[src/rtl/cdq_pkg.sv]
package cdq_pkg;

	// Operation requested by one input transaction.
	typedef enum logic [1:0] {
		KIND_PUSH_FRONT = 2'd0,
		KIND_PUSH_REAR  = 2'd1,
		KIND_POP_FRONT  = 2'd2,
		KIND_POP_REAR   = 2'd3
	} kind_t;

	// Outcome of one operation.
	typedef enum logic [1:0] {
		STATUS_OK        = 2'd0,
		STATUS_OVERFLOW  = 2'd1,
		STATUS_UNDERFLOW = 2'd2
	} status_t;

	// Fields of one input transaction.
	typedef struct packed {
		kind_t              kind;
		logic signed [31:0] data_in;
	} cdq_in_t;

	// Fields of one result transaction.
	typedef struct packed {
		status_t            status;
		logic signed [31:0] front_value;
		logic signed [31:0] rear_value;
		logic        [4:0]  count;
		logic               empty_res;
		logic               full_res;
	} cdq_out_t;

	// Bookkeeping handed from the control stage to the result stage.
	typedef struct packed {
		status_t    status;
		logic [4:0] count;
		logic       empty;
		logic       full;
		logic       fwd_front;
		logic       fwd_rear;
	} cdq_tag_t;

endpackage

[src/rtl/cdq_mem.sv]
module cdq_mem #(
	parameter int DEPTH      = 16,
	parameter int AW         = 4,
	parameter int DATA_WIDTH = 32
) (
	input  logic                  clk,
	input  logic                  we,
	input  logic [AW-1:0]         waddr,
	input  logic [DATA_WIDTH-1:0] wdata,
	input  logic [AW-1:0]         raddr_front,
	input  logic [AW-1:0]         raddr_rear,
	output logic [DATA_WIDTH-1:0] rdata_front,
	output logic [DATA_WIDTH-1:0] rdata_rear
);

	logic [DATA_WIDTH-1:0] mem [DEPTH];

	// One write port and two registered read ports. A read of the entry being
	// written returns the old contents; the controller forwards around that.
	always_ff @(posedge clk) begin
		if (we) begin
			mem[waddr] <= wdata;
		end
		rdata_front <= mem[raddr_front];
		rdata_rear  <= mem[raddr_rear];
	end

endmodule

[src/rtl/cdq_ctrl.sv]
module cdq_ctrl #(
	parameter int DEPTH      = 16,
	parameter int AW         = 4,
	parameter int CW         = 5,
	parameter int DATA_WIDTH = 32
) (
	input  logic                  clk,
	input  logic                  arst_n,
	input  logic                  start,
	input  cdq_pkg::cdq_in_t      req,
	output logic                  busy,
	output logic                  we,
	output logic [AW-1:0]         waddr,
	output logic [DATA_WIDTH-1:0] wdata,
	output logic [AW-1:0]         raddr_front,
	output logic [AW-1:0]         raddr_rear,
	output logic                  tag_valid,
	output cdq_pkg::cdq_tag_t     tag,
	output logic [DATA_WIDTH-1:0] fwd_data
);

	import cdq_pkg::*;

	function automatic logic [AW-1:0] ring_next(input logic [AW-1:0] i);
		logic [AW-1:0] r;
		if (i == AW'(DEPTH - 1)) begin
			r = '0;
		end else begin
			r = i + 1'b1;
		end
		return r;
	endfunction

	function automatic logic [AW-1:0] ring_prev(input logic [AW-1:0] i);
		logic [AW-1:0] r;
		if (i == '0) begin
			r = AW'(DEPTH - 1);
		end else begin
			r = i - 1'b1;
		end
		return r;
	endfunction

	logic                  valid_s1;
	kind_t                 kind_s1;
	logic [DATA_WIDTH-1:0] data_s1;
	logic [AW-1:0]         head_q;
	logic [AW-1:0]         tail_q;
	logic [CW-1:0]         fill_q;
	logic                  valid_s2;
	cdq_tag_t              tag_s2;
	logic [DATA_WIDTH-1:0] fwd_data_s2;

	logic [AW-1:0]         head_n;
	logic [AW-1:0]         tail_n;
	logic [CW-1:0]         fill_n;
	status_t               status_n;
	logic                  push_we;
	logic [63:0]           data_ext;
	logic                  accept;
	logic                  is_full;
	logic                  is_empty;

	assign accept   = start && !busy;
	assign busy     = valid_s1;
	assign data_ext = 64'($unsigned(req.data_in));
	assign is_full  = (fill_q == CW'(DEPTH));
	assign is_empty = (fill_q == '0);

	// Work out the new pointers, the count, the status and the slot to write.
	always_comb begin
		head_n   = head_q;
		tail_n   = tail_q;
		fill_n   = fill_q;
		status_n = STATUS_OK;
		push_we  = 1'b0;
		waddr    = tail_q;
		unique case (kind_s1)
			KIND_PUSH_FRONT: begin
				if (is_full) begin
					status_n = STATUS_OVERFLOW;
				end else begin
					head_n  = ring_prev(head_q);
					waddr   = ring_prev(head_q);
					push_we = 1'b1;
					fill_n  = fill_q + 1'b1;
				end
			end
			KIND_PUSH_REAR: begin
				if (is_full) begin
					status_n = STATUS_OVERFLOW;
				end else begin
					tail_n  = ring_next(tail_q);
					waddr   = tail_q;
					push_we = 1'b1;
					fill_n  = fill_q + 1'b1;
				end
			end
			KIND_POP_FRONT: begin
				if (is_empty) begin
					status_n = STATUS_UNDERFLOW;
				end else begin
					head_n = ring_next(head_q);
					fill_n = fill_q - 1'b1;
				end
			end
			KIND_POP_REAR: begin
				if (is_empty) begin
					status_n = STATUS_UNDERFLOW;
				end else begin
					tail_n = ring_prev(tail_q);
					fill_n = fill_q - 1'b1;
				end
			end
			default: begin
				status_n = STATUS_OK;
			end
		endcase
	end

	// Memory accesses for the transaction in the control stage.
	assign we          = valid_s1 && push_we;
	assign wdata       = data_s1;
	assign raddr_front = head_n;
	assign raddr_rear  = ring_prev(tail_n);

	// Input capture and pointer state.
	always_ff @(posedge clk or negedge arst_n) begin
		if (!arst_n) begin
			valid_s1 <= 1'b0;
			head_q   <= '0;
			tail_q   <= '0;
			fill_q   <= '0;
		end else begin
			valid_s1 <= accept;
			if (valid_s1) begin
				head_q <= head_n;
				tail_q <= tail_n;
				fill_q <= fill_n;
			end
		end
	end

	always_ff @(posedge clk) begin
		if (accept) begin
			kind_s1 <= req.kind;
			data_s1 <= data_ext[DATA_WIDTH-1:0];
		end
	end

	// Result stage bookkeeping, aligned with the registered memory reads.
	always_ff @(posedge clk or negedge arst_n) begin
		if (!arst_n) begin
			valid_s2 <= 1'b0;
		end else begin
			valid_s2 <= valid_s1;
		end
	end

	always_ff @(posedge clk) begin
		if (valid_s1) begin
			tag_s2.status    <= status_n;
			tag_s2.count     <= 5'(fill_n);
			tag_s2.empty     <= (fill_n == '0);
			tag_s2.full      <= (fill_n == CW'(DEPTH));
			tag_s2.fwd_front <= push_we && (waddr == raddr_front);
			tag_s2.fwd_rear  <= push_we && (waddr == raddr_rear);
			fwd_data_s2      <= data_s1;
		end
	end

	assign tag_valid = valid_s2;
	assign tag       = tag_s2;
	assign fwd_data  = fwd_data_s2;

endmodule

[src/rtl/circular_deque.sv]
// Double-ended queue of DEPTH entries kept in a ring in a two-read, one-write
// synchronous memory. A transaction is taken when start is high and busy is
// low; its result appears on rsp two cycles later, for exactly one cycle,
// marked by done, and must be taken then since the receiver cannot stall.
// One transaction is accepted every two cycles: busy stays high for the cycle
// in which the accepted transaction moves the pointers and addresses the memory.
// A push into a full deque is dropped with overflow status, a pop from an
// empty deque is ignored with underflow status, and front and rear values
// read zero when empty.
module circular_deque #(
	parameter int DEPTH      = 16,
	parameter int DATA_WIDTH = 32
) (
	input  logic              clk,
	input  logic              arst_n,
	input  logic              start,
	input  cdq_pkg::cdq_in_t  req,
	output logic              busy,
	output logic              done,
	output cdq_pkg::cdq_out_t rsp
);

	import cdq_pkg::*;

	localparam int AW = $clog2(DEPTH);
	localparam int CW = $clog2(DEPTH + 1);

	logic                  we;
	logic [AW-1:0]         waddr;
	logic [DATA_WIDTH-1:0] wdata;
	logic [AW-1:0]         raddr_front;
	logic [AW-1:0]         raddr_rear;
	logic [DATA_WIDTH-1:0] rdata_front;
	logic [DATA_WIDTH-1:0] rdata_rear;
	logic                  tag_valid;
	cdq_tag_t              tag;
	logic [DATA_WIDTH-1:0] fwd_data;
	logic [DATA_WIDTH-1:0] front_raw;
	logic [DATA_WIDTH-1:0] rear_raw;
	logic [63:0]           front_ext;
	logic [63:0]           rear_ext;

	cdq_ctrl #(
		.DEPTH      (DEPTH),
		.AW         (AW),
		.CW         (CW),
		.DATA_WIDTH (DATA_WIDTH)
	) u_ctrl (
		.clk         (clk),
		.arst_n      (arst_n),
		.start       (start),
		.req         (req),
		.busy        (busy),
		.we          (we),
		.waddr       (waddr),
		.wdata       (wdata),
		.raddr_front (raddr_front),
		.raddr_rear  (raddr_rear),
		.tag_valid   (tag_valid),
		.tag         (tag),
		.fwd_data    (fwd_data)
	);

	cdq_mem #(
		.DEPTH      (DEPTH),
		.AW         (AW),
		.DATA_WIDTH (DATA_WIDTH)
	) u_mem (
		.clk         (clk),
		.we          (we),
		.waddr       (waddr),
		.wdata       (wdata),
		.raddr_front (raddr_front),
		.raddr_rear  (raddr_rear),
		.rdata_front (rdata_front),
		.rdata_rear  (rdata_rear)
	);

	// Take the freshly written value where the read hit the entry being written.
	assign front_raw = tag.fwd_front ? fwd_data : rdata_front;
	assign rear_raw  = tag.fwd_rear ? fwd_data : rdata_rear;
	assign front_ext = tag.empty ? 64'd0 : 64'(front_raw);
	assign rear_ext  = tag.empty ? 64'd0 : 64'(rear_raw);

	// Result transaction.
	assign done            = tag_valid;
	assign rsp.status      = tag.status;
	assign rsp.front_value = $signed(front_ext[31:0]);
	assign rsp.rear_value  = $signed(rear_ext[31:0]);
	assign rsp.count       = tag.count;
	assign rsp.empty_res   = tag.empty;
	assign rsp.full_res    = tag.full;

	// Every accepted transaction yields its result on done after the control and result stages.
	a_result_latency: assert property (@(posedge clk) disable iff (!arst_n)
		(start && !busy) |=> ##1 done)
		else $error("result missing two cycles after acceptance");

	// The empty flag agrees with the reported count.
	a_empty_count: assert property (@(posedge clk) disable iff (!arst_n)
		done |-> (rsp.empty_res == (rsp.count == 5'd0)))
		else $error("empty flag disagrees with count");

	// An empty deque shows zero at both ends.
	a_empty_zero: assert property (@(posedge clk) disable iff (!arst_n)
		(done && rsp.empty_res) |-> (rsp.front_value == 32'sd0 && rsp.rear_value == 32'sd0))
		else $error("non-zero end value on empty deque");

	// Overflow only happens on a full deque.
	a_overflow_full: assert property (@(posedge clk) disable iff (!arst_n)
		(done && rsp.status == STATUS_OVERFLOW) |-> rsp.full_res)
		else $error("overflow reported while not full");

endmodule
[config.mk]
export PLATFORM = sky130hd
export DESIGN_NAME = circular_deque
export DESIGN_NICKNAME = d
export VERILOG_FILES = /design/src/rtl/cdq_pkg.sv /design/src/rtl/cdq_mem.sv /design/src/rtl/cdq_ctrl.sv /design/src/rtl/circular_deque.sv
export SDC_FILE = /design/constraint.sdc
export NUM_CORES = 1
export LEC_CHECK = 0
export BUFFER_PORTS_ARGS = -buffer_cell sky130_fd_sc_hd__buf_2
export CORE_AREA = 2 2 271 273
export DETAILED_ROUTE_END_ITERATION = 10
export DIE_AREA = 0 0 273 275
export GPL_TIMING_DRIVEN = 1
export RECOVER_POWER = 25
export SETUP_SLACK_MARGIN = 0.3
export SYNTH_ARGS = -nofsm -noshare
export SYNTH_HDL_FRONTEND = slang
export SYNTH_SLANG_ARGS = --single-unit
export TNS_END_PERCENT = 100
[constraint.sdc]
create_clock -name clk -period 4.75 [get_ports clk]
set_input_delay 0.95 -clock clk [delete_from_list [all_inputs] [get_ports clk]]
set_output_delay 0.95 -clock clk [all_outputs]
set_load 0.005 [all_outputs]
==> reports/metrics.cfg, run 1 <==
[run_status]
outcome=completed

[synthesis]
synth_edf_count=589
synth_ff_type=edfxtp_1
synth_seq_cells=668
ys_types=84
async_reset_ff_share_pct=2.25
synth_nets=2576
syn_avg_cell_area_um2=12.8
seq_area_frac_synth_pct=59.9
ys_warn_count=0
netlist_area_um2=32300
synthCells=2529

[power]
p_int_uw=14700
power.density_nw_per_um2=661
p_clk_share_pct=23.8
switching_share_pct=39.7
power.leakage_uw=0.0130
ir_worst_vdd_v=0.000479
p_switching_uw=9680
power.share.sequential_pct=30.3
pwr-share-comb_pct=45.9

[sta]
maxSlewViolCount=0
setup_viol=0
relSlewSlack_pct=21.7
skew_ns=0.0234
tightest_slew_ns=1.17
rsz0062_at_grt=no
hold_viol=0
tns_ns=0
finalCritPeriodShare_pct=89.5
fin_crit_ns=4.25
worst_slack_ns=0.501
fmax_mhz=235

[setup_path]
cp.required_ns=5.30
reg2reg_from=u_ctrl.fill_q[0]
arrival_ns=4.80
r2r_end=u_mem.rdata_rear[13]
reg2regPathDepth=13
critPathMaxFanout=16
cp-end-kind=flip-flop
critPathLaunchType=flip-flop
crit_type=reg2reg
r2r_setup_slack_ns=0.50

[route]
drcViolationCount=0
first_pass_iters=6
wl_per_cell_um=28.4
vias=23199
dr.first_iter.drc_count=2585
ant_nets=0
routed_wl_mm=103
via_per_inst=6.42

[layout]
final_cell_mix=589 x edfxtp_1, 281 x nand2_1, 264 x mux2i_1
layout.nets=2641
area_delta_synth_final_pct=14.2
num_antenna_cells=0
drive_above_1_share_pct=17.6
fillerInstances=6158
final_common_cell=edfxtp_1

[clocking]
cts_buffers=72
cts_tree=yes
clk_latency_ns=0.63
cts_max_path_buffers=3
htree_levels=3
clock_sinks=668
clkSlewWorstSetupHoldPaths_ns=0.06
cts_hold_buf=0
cts_resized=0
post_cts_buffers=0
root_buffer=clkbuf_16

[die]
num_rows=99
core_area_um2=72300
die_w_um=273
die_h_um=275
io_pins=112
start_util_pct=44.6
die_area_um2=75100

[placed_design]
io_buffers=111
finalWeightedCongestion=0.865
place_ws_ns=0.638
hpwl_mm=59.0

[global_route]
grt_max_degree=93
grt_pass1_vias=23242
track_usage_pct=27.2
grt_pass1_wl_mm=151
antenna_found_initial=1
grt_overflow=0

[worst_hold_path]
min_path_type=in2async

[flow_run]
maxCapViolCount=0

==> state kept, by name, indices dropped and copies added (netlist names), 4 cells and up <==
signal / flops
u_ctrl.tag: 11
u_mem.rdata_front: 32
u_ctrl.fill_q: 5
u_ctrl.wdata: 32
u_ctrl.fwd_data: 32
u_ctrl.tail_q: 4
u_ctrl.head_q: 4
u_mem.mem: 512
u_mem.rdata_rear: 32
==> worst max path at each step <==
stage	start	end
5_1_grt	u_ctrl.fill_q[0]	u_mem.mem[12][2]
3_3_place_gp	u_ctrl.fill_q[0]	u_mem.rdata_rear[30]
2_1_floorplan	u_ctrl.fill_q[0]	u_ctrl.tag[0]
6_report	u_ctrl.fill_q[0]	u_mem.rdata_rear[13]
4_1_cts	u_ctrl.fill_q[0]	u_mem.rdata_rear[13]
3_5_place_dp	u_ctrl.fill_q[0]	u_mem.rdata_rear[13]
==> synth_stat cells, types with 36 or more instances <==
master | n | share of area, %
buf_2 | 36 | 0.56
mux2i_1 | 264 | 8.2
dfxtp_1 | 64 | 4.0
nand2_1 | 282 | 3.3
or4_1 | 63 | 1.5
nor2b_1 | 41 | 0.79
clkbuf_1 | 145 | 1.7
edfxtp_1 | 589 | 55
o21ai_0 | 79 | 1.2
nand2b_1 | 68 | 1.3
a21oi_1 | 50 | 0.77
mux4_2 | 61 | 4.3
nand3_1 | 110 | 1.7
o22ai_1 | 39 | 0.76
nor2_1 | 135 | 1.6
==> kinds of logic (layout without fill, tap and decap cells) <==
| family | after synthesis | count (layout) | synth area share (%) |
|---|---|---|---|
| AND/OR/NAND/NOR | 779 | 779 | 11.9 |
| multiplexers | 358 | 358 | 13.6 |
| XOR/XNOR | 11 | 11 | 0.298 |
| adder cells (fa/ha/maj) | 10 | 10 | 0.387 |
| flip-flops | 668 | 668 | 59.9 |
| AO/OA/AOI/OAI | 468 | 468 | 10.8 |
| buffers and inverters | 235 | 360 | 3.11 |
==> per-layer routing <==
layer | wire [um] | up-vias | GRT usage, %
met4 | 4290 | 0 | 12.0
li1 | - | 10018 | -
met5 | 0 | - | 0
met1 | 40400 | 11652 | 35.3
met2 | 49000 | 1266 | 44.9
met3 | 8860 | 263 | 4.70
==> area by class of cell <==
class / count / area, um^2 / share of cell area (%)
inverter: 16 / 60.1 / 0.163
multi-input combinational: 1626 / 12200 / 33.2
clock buffer: 100 / 2060 / 5.58
timing repair buffer: 210 / 1590 / 4.30
clock inverter: 34 / 398 / 1.08
tap: 959 / 1200 / 3.25
sequential: 668 / 19300 / 52.4
==> metrics by stage <==
step                power [uW]  hold slack, ns  util [%]  cell area, um^2  instances
floorplan                14600           0.510         -            32300       2529
global placement         18300           0.539      47.6            34400       3478
detailed placement       18500           0.540      47.6            34400       3479
CTS                      24300           0.216      51.0            36900       3613
global route             25500           0.478      51.0            36900       3613
finish                   24400           0.427      51.0            36900       3613
==> power by group through the flow <==
| stage | Sequential, uW | Clock [uW] | Combinational (uW) |
|---|---|---|---|
| finish | 7400 | 5800 | 11200 |
| global route | 7440 | 6160 | 11900 |
| CTS | 7390 | 5890 | 11100 |
| detailed placement | 7510 | 0 | 11000 |
| global placement | 7510 | 0 | 10800 |
| floorplan | 7280 | 0 | 7340 |
==> worst max-delay path, cell delays in order, from the launching register on <==
cell and delay, ns:
dfrtp_1 0.43, inv_1 0.15, ha_1 0.23, or4b_4 0.59, and3_1 0.24, a211oi_4 0.30
inv_2 0.12, ha_4 0.32, nand2_1 0.15, o31a_2 0.61, buf_4 0.36, o22ai_1 0.11
or4_1 0.43, nand4_1 0.11
Note: power is estimated with default switching activity, not from simulation.
==> run 2, diff against run 1 <==
--- a/config.mk
+++ b/config.mk
@@ -5,10 +5,10 @@
 export SDC_FILE = /design/constraint.sdc
 export NUM_CORES = 1
 export LEC_CHECK = 0
-export BUFFER_PORTS_ARGS = -buffer_cell sky130_fd_sc_hd__buf_2
-export CORE_AREA = 2 2 271 273
+export CORE_AREA = 2 2 286 260
 export DETAILED_ROUTE_END_ITERATION = 10
-export DIE_AREA = 0 0 273 275
+export DIE_AREA = 0 0 288 262
+export DONT_BUFFER_PORTS = 1
 export GPL_TIMING_DRIVEN = 1
 export RECOVER_POWER = 25
 export SETUP_SLACK_MARGIN = 0.3
==> run 2 against run 1 <==
  * Combinational power about the same
  * Clock power decreased by 1%
  * Via count fell by 1.4%
  * Critical path depth is 2 lower
  * Sequential share of layout area is 0.89 points higher
  * Largest cell class unchanged
  * Setup slack improved by 0.037 ns
==> reports/metrics.cfg, run 2 (synthesized netlist as in run 1, its figures left out) <==
[run_status]
outcome=completed

[layout]
layout.nets=2522
drive_above_1_share_pct=13.8
final_cell_mix=589 x edfxtp_1, 281 x nand2_1, 264 x mux2i_1
top_register=u_mem.mem
fin_util_pct=50.1
fin_cells=3493
area_delta_synth_final_pct=12.3
num_antenna_cells=0
largest_reg_flops=512
final_common_cell=edfxtp_1

[global_route]
antenna_found_initial=1
track_usage_pct=26.7
grt_max_degree=169
grt_pass1_vias=22399
grt_pass1_wl_mm=147
grt_overflow=0

[worst_hold_path]
min_path_type=in2async

[clocking]
cts_tree=yes
root_buffer=clkbuf_16
clk_latency_ns=0.63
htree_levels=3
clkSlewWorstSetupHoldPaths_ns=0.06
clock_sinks=668
cts_buffers=73
cts_max_path_buffers=3

[placed_design]
io_buffers=0
hpwl_mm=57.7
place_ws_ns=0.423
dp_cells=3356
finalWeightedCongestion=0.861

[power]
power.leakage_uw=0.0125
power.density_nw_per_um2=663
ir_worst_vdd_v=0.000627

[route]
via_per_inst=6.55
dr.first_iter.drc_count=2668
drcViolationCount=0
routed_wl_mm=102
vias=22873
ant_nets=0
wl_per_cell_um=29.3
first_pass_iters=6

[setup_path]
crit_type=reg2reg
reg2regPathDepth=11
cp.required_ns=5.23
cp-end-kind=flip-flop
r2r_setup_slack_ns=0.54
critPathLaunchType=flip-flop
arrival_ns=4.69
critPathMaxFanout=130

[die]
die_w_um=288
start_util_pct=44.6
io_pins=112
num_rows=94
core_area_um2=72400
die_area_um2=75500
die_h_um=262

[sta]
setup_viol=0
fin_crit_ns=4.21
fmax_mhz=237
tns_ns=0
rsz0062_at_grt=no
maxSlewViolCount=0
skew_ns=0.0250
holdWs_ns=0.0289
relSlewSlack_pct=15.6
hold_viol=0
worst_slack_ns=0.537
tightest_slew_ns=1.27
finalCritPeriodShare_pct=88.7

[flow_run]
maxCapViolCount=0

==> run 2: changes by cell type in the layout (fill, tap and decap cells not counted), sizes merged <==
cell	before	now
clkbuf	106	100
buf	204	88
clkinv	25	21
dlygate4sd3	0	1
nand3	111	112
inv	17	18
clkinvlp	1	3
==> run 2: metal layers <==
layer | global-route usage (%) | up-vias | wire [um]
li1 | - | 9811 | -
met1 | 36.9 | 11534 | 42600
met5 | 0 | - | 0
met3 | 4.65 | 255 | 8950
met2 | 42.3 | 1273 | 46900
met4 | 10.0 | 0 | 3790
==> run 2: final timing paths <==
check | from | endpoint
max in group asynchronous | arst_n | u_ctrl.busy
min in group clk | req[27] | u_ctrl.wdata[27]
min | arst_n | u_ctrl.tail_q[3]
min reg2reg | u_ctrl.fill_q[0] | u_ctrl.fill_q[0]
max | u_ctrl.fill_q[0] | u_mem.rdata_rear[30]
max reg2reg | u_ctrl.fill_q[0] | u_mem.rdata_rear[30]
==> run 2: worst max-delay path, stage by stage (launching register included) <==
cell	delay, ns
dfrtp_1	0.42
inv_1	0.13
ha_1	0.24
or4b_4	0.60
and3_1	0.24
a211oi_4	0.32
inv_2	0.13
ha_4	0.35
buf_12	0.41
mux4_2	0.40
nor2b_1	0.15
or4_1	0.55
==> run 2: power breakdown <==
part           internal, uW  leakage (uW)  switching (uW)
combinational          4050       0.00523            6900
sequential             6990       0.00606             410
clock                  3390       0.00117            2320
total                 14400        0.0125            9630
==> run 2: final cells by class <==
class | instances | area [um^2]
fillers | 6174 | 36200
flip-flops and latches | 668 | 19300
multi-input cells | 1627 | 12300
clock buffers | 100 | 2040
well taps | 960 | 1200
repair buffers | 89 | 1000
clock inverters | 33 | 362
inverters | 16 | 60.1
==> run 2: repair_timing <==
action                                  4_1_cts  5_1_grt
endpoints found under the setup margin        0       32
buffers inserted                              0        2
endpoints found under the hold margin         4        0
hold buffers                                  1        0
resized for setup                             0        4
==> run 2: stage by stage <==
stage	area [um^2]	total power [uW]
floorplan	32300	14600
finish	36300	24100
global route	36300	25100
global placement	33800	18000
detailed placement	33800	18200
CTS	36200	23900
==> run 3, diff against run 2 <==
--- a/config.mk
+++ b/config.mk
@@ -10,6 +10,7 @@
 export DIE_AREA = 0 0 288 262
 export DONT_BUFFER_PORTS = 1
 export GPL_TIMING_DRIVEN = 1
+export PLACE_DENSITY = 0.66
 export RECOVER_POWER = 25
 export SETUP_SLACK_MARGIN = 0.3
 export SYNTH_ARGS = -nofsm -noshare
==> run 3 against run 2 <==
  * Register-to-register slack better by 0.04 ns
  * Largest cell class unchanged
  * Clock power down 4.5%
  * Utilization down 0.33 points
  * Largest power group unchanged
  * Clock skew up 0.0059 ns
==> reports/metrics.cfg, run 3 (synthesized netlist as in run 1, its figures left out) <==
[run_status]
outcome=completed

[route]
vias=23076
first_pass_iters=6
dr.first_iter.drc_count=3175
drcViolationCount=0
ant_nets=0
routed_wl_mm=99.4
via_per_inst=6.62
wl_per_cell_um=28.5

[power]
power.density_nw_per_um2=659
power.leakage_uw=0.0124
ir_worst_vdd_v=0.000596

[layout]
drive_above_1_share_pct=13.3
regArea_um2=19300
multi_input_area_um2=12200
largest_reg_flops=512
top_register=u_mem.mem
fin_area_um2=36000
area_delta_synth_final_pct=11.6
final_cell_mix=589 x edfxtp_1, 281 x nand2_1, 264 x mux2i_1
fin_util_pct=49.7
fillerInstances=6136
final_common_cell=edfxtp_1
layout.nets=2514

[global_route]
grt_overflow=0
track_usage_pct=26.1
grt_pass1_wl_mm=146
antenna_found_initial=2
grt_max_degree=91
grt_pass1_vias=22637

[clocking]
cts_tree=yes
cts_hold_buf=1
root_buffer=clkbuf_16
post_cts_buffers=0
htree_levels=3
clkSlewWorstSetupHoldPaths_ns=0.06
clock_sinks=668
clk_latency_ns=0.63
cts_resized=0
cts_max_path_buffers=3
cts_buffers=71

[placed_design]
io_buffers=0
finalWeightedCongestion=0.873
hpwl_mm=56.9
placed_cell_area_um2=33700

[sta]
finalCritPeriodShare_pct=87.8
tns_ns=0
hold_viol=0
maxSlewViolCount=0
setup_viol=0
fmax_mhz=240
fin_crit_ns=4.17
relSlewSlack_pct=19.5
skew_ns=0.0309
rsz0062_at_grt=no
tightest_slew_ns=1.21

[setup_path]
critPathLaunchType=flip-flop
slowest_delay_ns=0.60
crit_type=reg2reg
arrival_ns=4.65
reg2reg_from=u_ctrl.fill_q[0]
cp_slowest_cell=or4b_4
cp-end-kind=flip-flop
critPathMaxFanout=90
startpoint=u_ctrl.fill_q[0]
cp.required_ns=5.23
path_cells=inv_1, ha_1, or4b_4, and3_1, a211oi_4, inv_2, ha_4, buf_12, mux2_2, o21ai_0, a31oi_1, o311ai_0, nand4_1

[die]
io_pins=112
num_rows=94
die_area_um2=75500
core_area_um2=72400
die_h_um=262
start_util_pct=44.6
die_w_um=288

[worst_hold_path]
min_path_type=in2async

[flow_run]
maxCapViolCount=0

-- run 3: final timing paths --
path / end / slack, ns / cells after the start
worst max-delay path: u_mem.rdata_rear[8] / 0.58 / 13
worst min-delay path: u_ctrl.tail_q[2] / 0.03 / 0
min in group clk: u_ctrl.wdata[23] / 0.41 / 0
worst min register to register: u_ctrl.fill_q[0] / 0.57 / 1
max in group asynchronous: u_ctrl.tag_valid / 3.99 / 1
worst max register to register: u_mem.rdata_rear[8] / 0.58 / 13
-- run 3: power by group --
group | total (uW) | internal, uW | switching (uW)
clock network | 5460 | 3100 | 2360
logic | 10900 | 4060 | 6810
registers | 7420 | 6990 | 430
-- run 3: critical path: cells and delay by family (launching register included) --
| kind | cells | cell delay (ns) |
|---|---|---|
| buffers and inverters | 3 | 0.64 |
| AO/OA/AOI/OAI | 4 | 0.76 |
| flip-flops | 1 | 0.43 |
| AND/OR/NAND/NOR | 3 | 0.97 |
| multiplexers | 1 | 0.41 |
| adder cells (fa/ha/maj) | 2 | 0.73 |
-- run 3: area by class of cell --
class / instances / area share [%]
inverter: 16 / 0.167
multi-input combinational: 1626 / 33.9
antenna: 1 / 0.00694
timing repair buffer: 84 / 2.56
clock inverter: 43 / 1.04
tap: 960 / 3.33
clock buffer: 89 / 5.29
sequential: 668 / 53.7
-- run 3: metrics by stage --
step	std cells	total power, uW	hold WS [ns]	worst slack (ns)
after floorplan	2529	14600	0.510	0.387
after global placement	3353	17900	0.539	0.782
after detailed placement	3353	18200	0.552	0.659
after CTS	3486	23600	0.00238	0.657
after global routing	3486	24700	0.00948	0.366
final	3487	23700	0.0271	0.582
-- run 3: metal layers --
metal	wire, um	global-route usage [%]	share of wire [%]
met1	40000	36.2	40
met2	45200	41.1	46
met3	10300	4.46	10
met4	3800	10.6	3.8
met5	0	0	0
